--- src/rtl/rsm_pkg.sv ---
// Shared types, constants and exponent tables for the row softmax unit.
package rsm_pkg;

   localparam int RowLenDefault = 64;
   localparam int DataWidth     = 16;
   localparam int ExpWidth      = 17;
   localparam int SumWidth      = 32;
   localparam int InvWidth      = 33;
   localparam int DivSteps      = 49;
   localparam int FlushLimit    = -4096;
   localparam logic [16:0] Log2eQ16 = 17'd94548;

   typedef enum logic [3:0] {
      ST_LOAD, ST_RD, ST_EXPD, ST_M1, ST_M2, ST_SH, ST_ACC, ST_DIV, ST_NP1, ST_NP2, ST_EMIT
   } state_type;

   typedef struct packed {
      logic load;
      logic acc;
      logic div_step;
      logic emit;
   } cmd_type;

   typedef struct packed {
      logic row_end;
      logic idx_last;
      logic div_done;
      logic out_free;
   } status_type;

   function automatic logic [16:0] coarse_tab(input logic [3:0] k);
      logic [16:0] r;
      unique case (k)
         4'd0: r = 17'd65536;   4'd1: r = 17'd62757;   4'd2: r = 17'd60097;
         4'd3: r = 17'd57549;   4'd4: r = 17'd55109;   4'd5: r = 17'd52773;
         4'd6: r = 17'd50535;   4'd7: r = 17'd48393;   4'd8: r = 17'd46341;
         4'd9: r = 17'd44376;   4'd10: r = 17'd42495;  4'd11: r = 17'd40693;
         4'd12: r = 17'd38968;  4'd13: r = 17'd37316;  4'd14: r = 17'd35734;
         default: r = 17'd34219;
      endcase
      return r;
   endfunction

   function automatic logic [16:0] fine_tab(input logic [3:0] k);
      logic [16:0] r;
      unique case (k)
         4'd0: r = 17'd65536;   4'd1: r = 17'd65359;   4'd2: r = 17'd65182;
         4'd3: r = 17'd65006;   4'd4: r = 17'd64830;   4'd5: r = 17'd64655;
         4'd6: r = 17'd64480;   4'd7: r = 17'd64306;   4'd8: r = 17'd64132;
         4'd9: r = 17'd63958;   4'd10: r = 17'd63785;  4'd11: r = 17'd63613;
         4'd12: r = 17'd63441;  4'd13: r = 17'd63270;  4'd14: r = 17'd63099;
         default: r = 17'd62928;
      endcase
      return r;
   endfunction

endpackage

--- src/rtl/rsm_ram.sv ---
// Generic single-port-write, registered-read RAM.
module rsm_ram #(
   parameter int Width = 16,
   parameter int Depth = 64,
   localparam int AddrWidth = (Depth > 1) ? $clog2(Depth) : 1
) (
   input  logic                 clock,
   input  logic                 we,
   input  logic [AddrWidth-1:0] waddr,
   input  logic [Width-1:0]     wdata,
   input  logic [AddrWidth-1:0] raddr,
   output logic [Width-1:0]     rdata
);
   logic [Width-1:0] mem_ff [Depth];
   logic [Width-1:0] rdata_ff;

   always_ff @(posedge clock) begin
      if (we) begin
         mem_ff[waddr] <= wdata;
      end
      rdata_ff <= mem_ff[raddr];
   end

   assign rdata = rdata_ff;
endmodule

--- src/rtl/rsm_ctrl.sv ---
// Controller state machine sequencing load, sum, reciprocal and output.
module rsm_ctrl import rsm_pkg::*; (
   input  logic       clock,
   input  logic       reset,
   input  logic       req_valid,
   output logic       req_stall,
   input  status_type status,
   output cmd_type    cmd
);
   state_type state_ff, state_in;
   logic      norm_ff, norm_in;

   always_ff @(posedge clock) begin
      if (reset) begin
         state_ff <= ST_LOAD;
         norm_ff  <= 1'b0;
      end else begin
         state_ff <= state_in;
         norm_ff  <= norm_in;
      end
   end

   always_comb begin
      state_in = state_ff;
      norm_in  = norm_ff;
      unique case (state_ff)
         ST_LOAD: if (req_valid && status.row_end) state_in = ST_RD;
         ST_RD:   state_in = ST_EXPD;
         ST_EXPD: state_in = ST_M1;
         ST_M1:   state_in = ST_M2;
         ST_M2:   state_in = ST_SH;
         ST_SH:   state_in = norm_ff ? ST_NP1 : ST_ACC;
         ST_ACC:  state_in = status.idx_last ? ST_DIV : ST_RD;
         ST_DIV: begin
            if (status.div_done) begin
               state_in = ST_RD;
               norm_in  = 1'b1;
            end
         end
         ST_NP1:  state_in = ST_NP2;
         ST_NP2:  state_in = ST_EMIT;
         ST_EMIT: begin
            if (status.out_free) begin
               if (status.idx_last) begin
                  state_in = ST_LOAD;
                  norm_in  = 1'b0;
               end else begin
                  state_in = ST_RD;
               end
            end
         end
         default: state_in = ST_LOAD;
      endcase
   end

   always_comb begin
      req_stall    = (state_ff != ST_LOAD);
      cmd.load     = (state_ff == ST_LOAD) && req_valid;
      cmd.acc      = (state_ff == ST_ACC);
      cmd.div_step = (state_ff == ST_DIV);
      cmd.emit     = (state_ff == ST_EMIT) && status.out_free;
   end
endmodule

--- src/rtl/rsm_datapath.sv ---
// Datapath: row store, max tracking, exp unit, sum, reciprocal and scaling.
module rsm_datapath import rsm_pkg::*; #(
   parameter int RowLen = RowLenDefault
) (
   input  logic                        clock,
   input  logic                        reset,
   input  logic signed [DataWidth-1:0] req_value,
   input  logic                        req_last,
   input  logic                        rsp_stall,
   output logic                        rsp_valid,
   output logic [DataWidth-1:0]        rsp_prob,
   output logic                        rsp_last_out,
   input  cmd_type                     cmd,
   output status_type                  status
);
   localparam int AW = (RowLen > 1) ? $clog2(RowLen) : 1;
   localparam int CW = $clog2(RowLen + 1);

   logic [CW-1:0]               fill_ff, fill_in, idx_ff, idx_in;
   logic signed [DataWidth-1:0] max_ff, max_in;
   logic [SumWidth-1:0]         sum_ff, sum_in;
   logic [DataWidth-1:0]        q;

   logic signed [16:0] d;
   logic [12:0]        e_ff;
   logic               flush_ff, fl1_ff, fl2_ff;
   logic [29:0]        eprod;
   logic [12:0]        u_ff;
   logic [4:0]         ip_ff;
   logic [33:0]        cf;
   logic [16:0]        m_ff;
   logic [ExpWidth-1:0] exp_ff;

   logic [5:0]          dcnt_ff, dcnt_in;
   logic [InvWidth-1:0] rem_ff, rem_in, quo_ff, quo_in;
   logic [InvWidth:0]   rem_sh;
   logic [InvWidth-1:0] inv;
   logic [32:0]         plo_ff;
   logic [33:0]         phi_ff;
   logic [50:0]         tot;
   logic [18:0]         pfull;

   logic                 vld_ff, vld_in, last_o_ff;
   logic [DataWidth-1:0] prob_ff;

   rsm_ram #(.Width(DataWidth), .Depth(RowLen)) u_store (
      .clock (clock),
      .we    (cmd.load),
      .waddr (fill_ff[AW-1:0]),
      .wdata (req_value),
      .raddr (idx_ff[AW-1:0]),
      .rdata (q)
   );

   assign status.row_end  = req_last || (fill_ff == CW'(RowLen - 1));
   assign status.idx_last = ((idx_ff + CW'(1)) == fill_ff);
   assign status.div_done = (dcnt_ff == 6'd0);
   assign status.out_free = !vld_ff || !rsp_stall;

   // exp pipeline runs every cycle; the controller waits for it to settle
   assign d     = 17'(signed'(q)) - 17'(max_ff);
   assign eprod = 30'(e_ff) * 30'(Log2eQ16) + 30'd32768;
   assign cf    = 34'(coarse_tab(u_ff[7:4])) * 34'(fine_tab(u_ff[3:0])) + 34'd32768;

   always_ff @(posedge clock) begin
      flush_ff <= (d < 17'sd0 + 17'(FlushLimit));
      e_ff     <= 13'(-d);
      fl1_ff   <= flush_ff;
      u_ff     <= eprod[28:16];
      fl2_ff   <= fl1_ff;
      ip_ff    <= u_ff[12:8];
      m_ff     <= cf[32:16];
      exp_ff   <= fl2_ff ? '0 : (m_ff >> ip_ff);
      plo_ff   <= 33'(exp_ff) * 33'(inv[15:0]);
      phi_ff   <= 34'(exp_ff) * 34'(inv[32:16]);
   end

   assign inv   = (sum_ff == '0) ? '0 : quo_ff;
   assign tot   = {1'b0, phi_ff, 16'd0} + 51'(plo_ff) + 51'(64'h8000_0000);
   assign pfull = tot[50:32];

   // restoring division of 2^48 by the sum, one quotient bit a cycle
   assign rem_sh = {rem_ff, (dcnt_ff == 6'(DivSteps - 1))};

   always_comb begin
      fill_in = fill_ff;
      idx_in  = idx_ff;
      max_in  = max_ff;
      sum_in  = sum_ff;
      dcnt_in = dcnt_ff;
      rem_in  = rem_ff;
      quo_in  = quo_ff;
      vld_in  = vld_ff && rsp_stall;
      if (cmd.load) begin
         fill_in = fill_ff + CW'(1);
         if (req_value > max_ff) max_in = req_value;
      end
      if (cmd.acc) begin
         sum_in = sum_ff + SumWidth'(exp_ff);
         idx_in = status.idx_last ? '0 : idx_ff + CW'(1);
         rem_in  = '0;
         quo_in  = '0;
         dcnt_in = 6'(DivSteps - 1);
      end
      if (cmd.div_step) begin
         if (rem_sh >= {2'b0, sum_ff}) begin
            rem_in = InvWidth'(rem_sh - {2'b0, sum_ff});
            quo_in = {quo_ff[InvWidth-2:0], 1'b1};
         end else begin
            rem_in = rem_sh[InvWidth-1:0];
            quo_in = {quo_ff[InvWidth-2:0], 1'b0};
         end
         if (dcnt_ff != 6'd0) dcnt_in = dcnt_ff - 6'd1;
      end
      if (cmd.emit) begin
         vld_in = 1'b1;
         if (status.idx_last) begin
            idx_in  = '0;
            fill_in = '0;
            max_in  = -16'sd32768;
            sum_in  = '0;
         end else begin
            idx_in = idx_ff + CW'(1);
         end
      end
   end

   always_ff @(posedge clock) begin
      if (reset) begin
         fill_ff <= '0;
         idx_ff  <= '0;
         max_ff  <= -16'sd32768;
         sum_ff  <= '0;
         dcnt_ff <= '0;
         vld_ff  <= 1'b0;
      end else begin
         fill_ff <= fill_in;
         idx_ff  <= idx_in;
         max_ff  <= max_in;
         sum_ff  <= sum_in;
         dcnt_ff <= dcnt_in;
         vld_ff  <= vld_in;
      end
   end

   always_ff @(posedge clock) begin
      rem_ff <= rem_in;
      quo_ff <= quo_in;
      if (cmd.emit) begin
         prob_ff   <= (pfull > 19'd65535) ? 16'hFFFF : pfull[15:0];
         last_o_ff <= status.idx_last;
      end
   end

   assign rsp_valid    = vld_ff;
   assign rsp_prob     = prob_ff;
   assign rsp_last_out = last_o_ff;
endmodule

--- src/rtl/row_softmax_unit_core.sv ---
// Top level of the row softmax unit.
//  channel | direction | ports
//  req     | in        | req_valid, req_stall, req_value, req_last
//  rsp     | out       | rsp_valid, rsp_stall, rsp_prob, rsp_last_out
// Loading accepts one element per cycle. After the last element each element
// passes the exp pipeline twice, once while summing and once while emitting,
// with a bit-serial reciprocal between. Reset is synchronous and clears the row.
// req_stall is high from the row end until the last result is loaded into the
// output register; rsp_stall holds it.
module row_softmax_unit_core import rsm_pkg::*; #(
   parameter int RowLen = RowLenDefault
) (
   input  logic                        clock,
   input  logic                        reset,
   input  logic                        req_valid,
   output logic                        req_stall,
   input  logic signed [DataWidth-1:0] req_value,
   input  logic                        req_last,
   output logic                        rsp_valid,
   input  logic                        rsp_stall,
   output logic [DataWidth-1:0]        rsp_prob,
   output logic                        rsp_last_out
);
   cmd_type    cmd;
   status_type status;

   rsm_ctrl u_ctrl (
      .clock, .reset, .req_valid, .req_stall, .status, .cmd
   );

   rsm_datapath #(.RowLen(RowLen)) u_dp (
      .clock, .reset, .req_value, .req_last, .rsp_stall,
      .rsp_valid, .rsp_prob, .rsp_last_out, .cmd, .status
   );
endmodule

--- config.mk ---
export PLATFORM = sky130hd
export DESIGN_NAME = row_softmax_unit_core
export DESIGN_NICKNAME = d
export VERILOG_FILES = /design/src/rtl/rsm_pkg.sv /design/src/rtl/rsm_ram.sv /design/src/rtl/rsm_ctrl.sv /design/src/rtl/rsm_datapath.sv /design/src/rtl/row_softmax_unit_core.sv
export SDC_FILE = /design/constraint.sdc
export NUM_CORES = 2
export LEC_CHECK = 0
export ABC_AREA = 0
export BUFFER_PORTS_ARGS = -buffer_cell sky130_fd_sc_hd__buf_2
export CAP_MARGIN = 20
export CORE_ASPECT_RATIO = 0.7
export CORE_MARGIN = 2
export CORE_UTILIZATION = 45
export CTS_BUF_LIST = sky130_fd_sc_hd__clkbuf_8
export DETAILED_ROUTE_END_ITERATION = 6
export PLACE_DENSITY_LB_ADDON = 0.1
export REMOVE_ABC_BUFFERS = 1
export SLEW_MARGIN = 0
export SYNTH_ARGS = -nofsm -noshare
export SYNTH_HDL_FRONTEND = slang
export SYNTH_SLANG_ARGS = --single-unit
export TNS_END_PERCENT = 10
--- constraint.sdc ---
create_clock -name clock -period 18.3 [get_ports clock]
set_input_delay 4.575 -clock clock [delete_from_list [all_inputs] [get_ports clock]]
set_output_delay 4.575 -clock clock [all_outputs]
set_load 0.02 [all_outputs]
======== After elaboration in Yosys (flattened, before gate mapping) ========
Memories as Yosys holds them, arrays and structs flattened. A register that Yosys moved wholly into a read port is not among the register bits.
Cells that the tools add are included.
word-level totals
  bits in registers ....................... 292
  bits in writable memories ............... 1024
  bits in read-only memories .............. 544
  input bits .............................. 21
  memories ................................ 3
operators by class
  $add $sub $neg .......................... 11
  multiply operators ...................... 4
  magnitude comparators ................... 4
  equal/unequal tests ..................... 17
  shift operators ......................... 1
  multiplexer cells ....................... 36
  reductions and logical operators ........ 18
memory list
  name                 words  width  read ports  clocked after memory_dff  write ports  RTL line       source
  u_dp.u_store.mem_ff  64     16     1           1                         1            rsm_ram.sv:14  logic [Width-1:0] mem_ff [Depth];
  (name not given)     16     17     1           1                         0            rsm_pkg.sv:46  unique case (k)
  (name not given)     16     17     1           1                         0            rsm_pkg.sv:33  unique case (k)
operators with widths
  cell                                                                             count
  33-bit 2-to-1 mux                                                                5
  32-bit 2-to-1 mux                                                                3
  16-bit 2-to-1 mux                                                                4
  50-bit by 33-bit adder with 51-bit output                                        1
  51-bit by 32-bit adder with 51-bit output (second input constant)                1
  4-bit one-hot mux with 11 select lines                                           1
  7-bit 2-to-1 mux                                                                 6
  34-bit by 32-bit >= comparator with 1-bit output                                 1
  17-bit by 17-bit multiplier with 34-bit output                                   1
  33-bit by 16-bit adder with 33-bit output (second input constant)                1
  17-bit by 16-bit multiplier with 33-bit output                                   1
  17-bit by 17-bit multiplier with 33-bit output                                   1
  33-bit by 32-bit subtractor with 33-bit output                                   1
  32-bit by 17-bit adder with 32-bit output                                        1
  32-bit logical NOT                                                               1
  29-bit by 16-bit adder with 29-bit output (second input constant)                1
  13-bit by 15-bit multiplier with 27-bit output (second input constant)           1
  19-bit by 16-bit > comparator with 1-bit output (second input constant)          1
  6-bit 2-to-1 mux                                                                 3
  17-bit by 13-bit less-than comparator with 1-bit output (second input constant)  1
  17-bit by 5-bit >> shifter with 17-bit output                                    1
  16-bit by 16-bit subtractor with 17-bit output                                   1
  4-bit by 3-bit == test with 1-bit output (second input constant)                 4
  16-bit > comparator                                                              1
  other kinds (24)                                                                 48

======== Depth between registers and ports, before layout ========
  word-level depth ........................ 5
  gate-level depth with buffers ........... 31
  gate-level depth less buffers ........... 27

======== Modules after synthesis ========
From an unflattened synthesis, not the netlist that was laid out.
unflattened totals
  cell total of the unflattened synthesis .. 6885
  area, all modules ....................... 86048.8 sq um
modules (own cells, without submodules)
  module        times used  cells an instance  area each (sq um)  seq. area each (sq um)
  rsm_datapath  1           5007               45578.7            6716.4
  rsm_ram       1           1829               40042.2            31069.8
  rsm_ctrl      1           49                 427.9              100.1

======== Worst setup path before layout ========
Ideal clock, no wire load.
  path kind ............................... flip-flop to flip-flop
  from .................................... reg u_dp.sum_ff[1]
  to ...................................... reg u_dp.phi_ff[32]
  arrival time ............................ 7.230 ns
  required time ........................... 18.228 ns
  setup slack ............................. 10.998 ns
  cell stages (with the launch flop) ...... 31
  buffers on the path ..................... 5
  period minus slack after synthesis ...... 7.302 ns
  cells stage by stage .................... dfxtp_1 > nor4_1 > nand4_1 > or2_2 > clkbuf_1 > clkbuf_1 > clkbuf_1 > clkbuf_1 > and3_1 > fa_1 > inv_1 > fa_1 > fa_1 > fa_1 > inv_1 > fa_1 > inv_1 > fa_1 > inv_1 > ha_1 > clkbuf_1 > nand3_1 > or2_2 > a2111oi_0 > nor2_1 > o21a_1 > o21ai_0 > or2_2 > a21oi_1 > o21ai_0 > xor2_1
between the ends
  cells in the longest elaborated chain, start to end .. 3
ends and longest elaborated chain
  what                                            RTL line             source
  start: declaration                              rsm_datapath.sv:21   logic [SumWidth-1:0] sum_ff, sum_in;
  start signal: assignment                        rsm_datapath.sv:140  sum_ff <= sum_in;
  32-bit logical NOT                              rsm_datapath.sv:78   assign inv = (sum_ff == '0) ? '0 : quo_ff;
  33-bit 2-to-1 mux                               rsm_datapath.sv:78
  17-bit by 17-bit multiplier with 34-bit output  rsm_datapath.sv:75   phi_ff <= 34'(exp_ff) * 34'(inv[32:16]);
  end signal: assignment                          rsm_datapath.sv:75
  end: declaration                                rsm_datapath.sv:39   logic [33:0] phi_ff;
Every way passes these cells.
A chain may end at the register's enable or synchronous reset.

======== Final worst setup path ========
  from .................................... reg u_dp.sum_ff[1]
  to ...................................... reg u_dp.plo_ff[32]
between the ends
  cells in the longest elaborated chain, start to end .. 3
ends and longest elaborated chain
  what                                            RTL line            source
  32-bit logical NOT                              rsm_datapath.sv:78
  33-bit 2-to-1 mux                               rsm_datapath.sv:78
  17-bit by 16-bit multiplier with 33-bit output  rsm_datapath.sv:74  plo_ff <= 33'(exp_ff) * 33'(inv[15:0]);
  end signal: assignment                          rsm_datapath.sv:74
  end: declaration                                rsm_datapath.sv:38  logic [32:0] plo_ff;
Every way passes these cells.

==> results.md <==
* Number of max-cap violations at 0
* Final critical-path share of the clock period at 49.8%
* Element type at the critical path start: flip-flop
* Peak clock frequency supported by timing at 110 MHz
* Final Hold Violating Endpoints at 0
* Setup TNS at 0 ns
* Number of rows created at floorplan at 133
* Net count of the finished layout at 7944
* Crit-path slowest cell: sky130_fd_sc_hd__or2_4
* CP Capture Type: flip-flop
* Global-route usage over all layers at about a quarter
* Crit path time final at between 9 and 10 ns
* DP HPWL at 148 mm
* Data required time of the critical path at 19.09 ns
* Area share of the largest cell type after synthesis at 39.1%
* FF+latch area at between 30000 and 40000 um^2
* Clock Sink Count at 1339
* Path class of the lowest-slack min-delay path: flip-flop to flip-flop
* Biggest area consumer among synthesized cells: sky130_fd_sc_hd__edfxtp_1
* Drt initial violations at about 5400
* CP most frequent cell: sky130_fd_sc_hd__fa_1
* Number of buffers inserted by post-CTS setup repair at 0
* Post-cts hold buffer count at 0
* Starting density of the core at 45.3%
* Run status: complete, no violations
* TritonCTS clock tree: yes
* Clock tree root driver cell: sky130_fd_sc_hd__clkbuf_8
* Most instantiated library cell after synthesis: sky130_fd_sc_hd__edfxtp_1
* Endpoints failing setup at 0
* Chip Width at approximately 520 um
* Number of remaining DRC errors at 0
* CTS clock-pin slew for the worst setup and hold paths at 0.06 ns
* Core box area at 188000 um^2
* Netlist area before placement at 85000 um^2
* Proportion of synthesized chip area in sequential cells at between 40% and 50%
* Synth top area cells: sky130_fd_sc_hd__edfxtp_1 39%, sky130_fd_sc_hd__fa_1 17%, sky130_fd_sc_hd__mux4_2 9.0%
* Post-Syn Instances at 6608
* Post-cts gate resize count at 0
* Critical path class: flip-flop to flip-flop
* Fillcell total at 16500
* Slew of the pin with the lowest slew margin at 1.08 ns
* Worst relative slew slack at 28.1%
* Average vias per placed instance at 5.58
* Area growth, synth to finish at 8.70%
* Number of antenna violations at the first check in global routing at 18
* Count of state elements after synthesis at 1339
* Setup repair after global routing missed its margin: false
* Height of the die at between 300 and 400 um
* Pin count of the biggest net entering global routing at 122
* Placer Congestion at roughly 0.84
* Critical path arrival at 9.91 ns
* Peak fanout along the critical path at ~110
* Number of slew-limit violations in the final report at 0
* Syn. warnings at 0
* Leading cell types by count after synthesis: 1107 x sky130_fd_sc_hd__edfxtp_1, 937 x sky130_fd_sc_hd__inv_1, 709 x sky130_fd_sc_hd__fa_1
* Worst-case clock buffer depth at 3
* Total routed wirelength at 221 mm
* Number of enable-type register cells in the synthesized netlist at 1107
* Combined area of the multi-input logic cells at 42500 um^2
* Global-route wire length before repair at about 340 mm
* Port Buffer Count at 39
* Proportion of synthesized flip-flops having asynchronous set or reset at 0%
* Avg Cell Area, Syn at roughly 13 um^2
* Avg WL per Cell at between 20 and 25 um
* Top-level I/O count at 40
* Unique cell type count in the Yosys netlist at 80
* DRT Pass-1 Iters at 7
* Flip-flop cell with the highest count after synthesis: sky130_fd_sc_hd__edfxtp_1
* DIE AREA at 192000 um^2
* Vias at approximately 52000
* Ratio of cells with drive above 1 in the final layout at 12.5%
* Inserted Clock Buffers at 209
* Maximum clock skew at final layout at approximately 0.070 ns
* Global route total overflow at 0
* Clk Latency, worst-skew pair at 0.97 ns
* Worst path max stage delay at 0.76 ns
* Via count of the first global-routing pass at 53200
* Max H-tree Level at 4
* Number of antenna-violating nets in the routed design at 0
## flip-flops by register name, indices dropped and copies added, names as in the netlist, named ones only
name,cells
u_dp.rsp_last_out,1
u_dp.e_ff,13
u_dp.plo_ff,17
u_dp.flush_ff,1
u_dp.idx_ff,7
u_dp.u_store.rdata,16
u_dp.u_store.mem_ff,1024
u_dp.u_ff,5
u_dp.rem_ff,33
u_dp.fl1_ff,1
u_ctrl.norm_ff,1
u_dp.rsp_valid,1
u_dp.fill_ff,7
u_ctrl.state_ff,4
u_dp.dcnt_ff,6
u_dp.rsp_prob,16
u_dp.fl2_ff,1
u_dp.ip_ff,5
u_dp.quo_ff,33
u_dp.m_ff,17
u_dp.max_ff,16
u_dp.phi_ff,34
u_dp.sum_ff,32
u_dp.exp_ff,17
## per-layer routing
metal | vias up | share of wire, % | track usage, % | routed length [um]
li1 | 23100 | - | - | -
met1 | 26900 | 50 | 38.6 | 111000
met2 | 1850 | 40 | 31.7 | 88500
met3 | 255 | 8.3 | 4.61 | 18300
met4 | 4 | 1.5 | 4.38 | 3310
met5 | - | 0.011 | 0 | 24
## per-stage QoR
step	utilization [%]	setup WS, ns	area [um^2]	cells	hold WS, ns
detailed placement	47.0	9.30	88300	8959	0.335
finish	49.2	9.18	92400	9347	0.344
global route	49.2	8.63	92400	9346	0.353
floorplan	-	4.77	83800	6295	0.310
global placement	47.0	9.52	88200	8954	0.316
CTS	49.2	9.27	92400	9344	0.348
## cell families after synthesis
group	Yosys count	share of synthesized area [%]
xor gates and xnor gates	172	1.77
DFF	1339	44.6
and+or+nand+nor	1587	9.19
adders and majority gates	1250	24.7
muxes	395	9.67
buffers and inverters	1251	5.53
AOI/OAI and AO/OA	614	4.57
## worst paths after layout
path	start	to	slack (ns)	depth (start not counted)
max	u_dp.sum_ff[1]	u_dp.plo_ff[32]	9.18	25
min	u_dp.fl1_ff	u_dp.fl2_ff	0.34	0
max reg2reg	u_dp.sum_ff[1]	u_dp.plo_ff[32]	9.18	25
min reg2reg	u_dp.fl1_ff	u_dp.fl2_ff	0.34	0
## critical path: cells and delay by family, from the launching register on
family / cells / cell delay, ns
adder cells (fa/ha/maj): 7 / 3.37
AO/OA/AOI/OAI: 7 / 2.16
AND/OR/NAND/NOR: 6 / 1.89
buffers and inverters: 4 / 0.89
flip-flops: 1 / 0.48
XOR/XNOR: 1 / 0.12
## layout make-up
| type | instances | share of cell area [%] |
|---|---|---|
| Antenna cell | 3 | 0.00813 |
| Clock buffer | 214 | 3.19 |
| Clock inverter | 171 | 1.25 |
| Inverter | 938 | 3.81 |
| Multi-Input combinational cell | 4018 | 46.0 |
| Sequential cell | 1339 | 41.0 |
| Tap cell | 2497 | 3.38 |
| Timing Repair Buffer | 167 | 1.31 |
## layout by cell type, fill, tap and decap left out, types with 24 or more instances in the layout
master                     count
sky130_fd_sc_hd__mux2i_1      48
sky130_fd_sc_hd__o21a_1       30
sky130_fd_sc_hd__xnor2_1     109
sky130_fd_sc_hd__nand2b_1     27
sky130_fd_sc_hd__clkinv_2     28
sky130_fd_sc_hd__nand2_1     593
sky130_fd_sc_hd__a21oi_1     199
sky130_fd_sc_hd__a31oi_1      24
sky130_fd_sc_hd__xor2_1       63
sky130_fd_sc_hd__nor2_2       34
sky130_fd_sc_hd__nor2b_1      30
sky130_fd_sc_hd__or3_1        28
sky130_fd_sc_hd__clkbuf_8    214
sky130_fd_sc_hd__a21o_1       61
sky130_fd_sc_hd__clkinv_1     57
sky130_fd_sc_hd__and3_1      278
sky130_fd_sc_hd__inv_1       997
sky130_fd_sc_hd__buf_2        39
sky130_fd_sc_hd__buf_4       122
sky130_fd_sc_hd__nor3_1       51
sky130_fd_sc_hd__mux4_2      340
sky130_fd_sc_hd__and2_1      160
sky130_fd_sc_hd__dfxtp_1     228
sky130_fd_sc_hd__nor2_1      195
sky130_fd_sc_hd__fa_1        709
sky130_fd_sc_hd__ha_1        541
sky130_fd_sc_hd__a211oi_1     25
sky130_fd_sc_hd__nand3_1      89
sky130_fd_sc_hd__edfxtp_1   1107
sky130_fd_sc_hd__o21ai_0     135
Power is left out: the tool's default activity adds up to more than one toggle a clock period on the data nets, which glitch-free logic cannot reach.
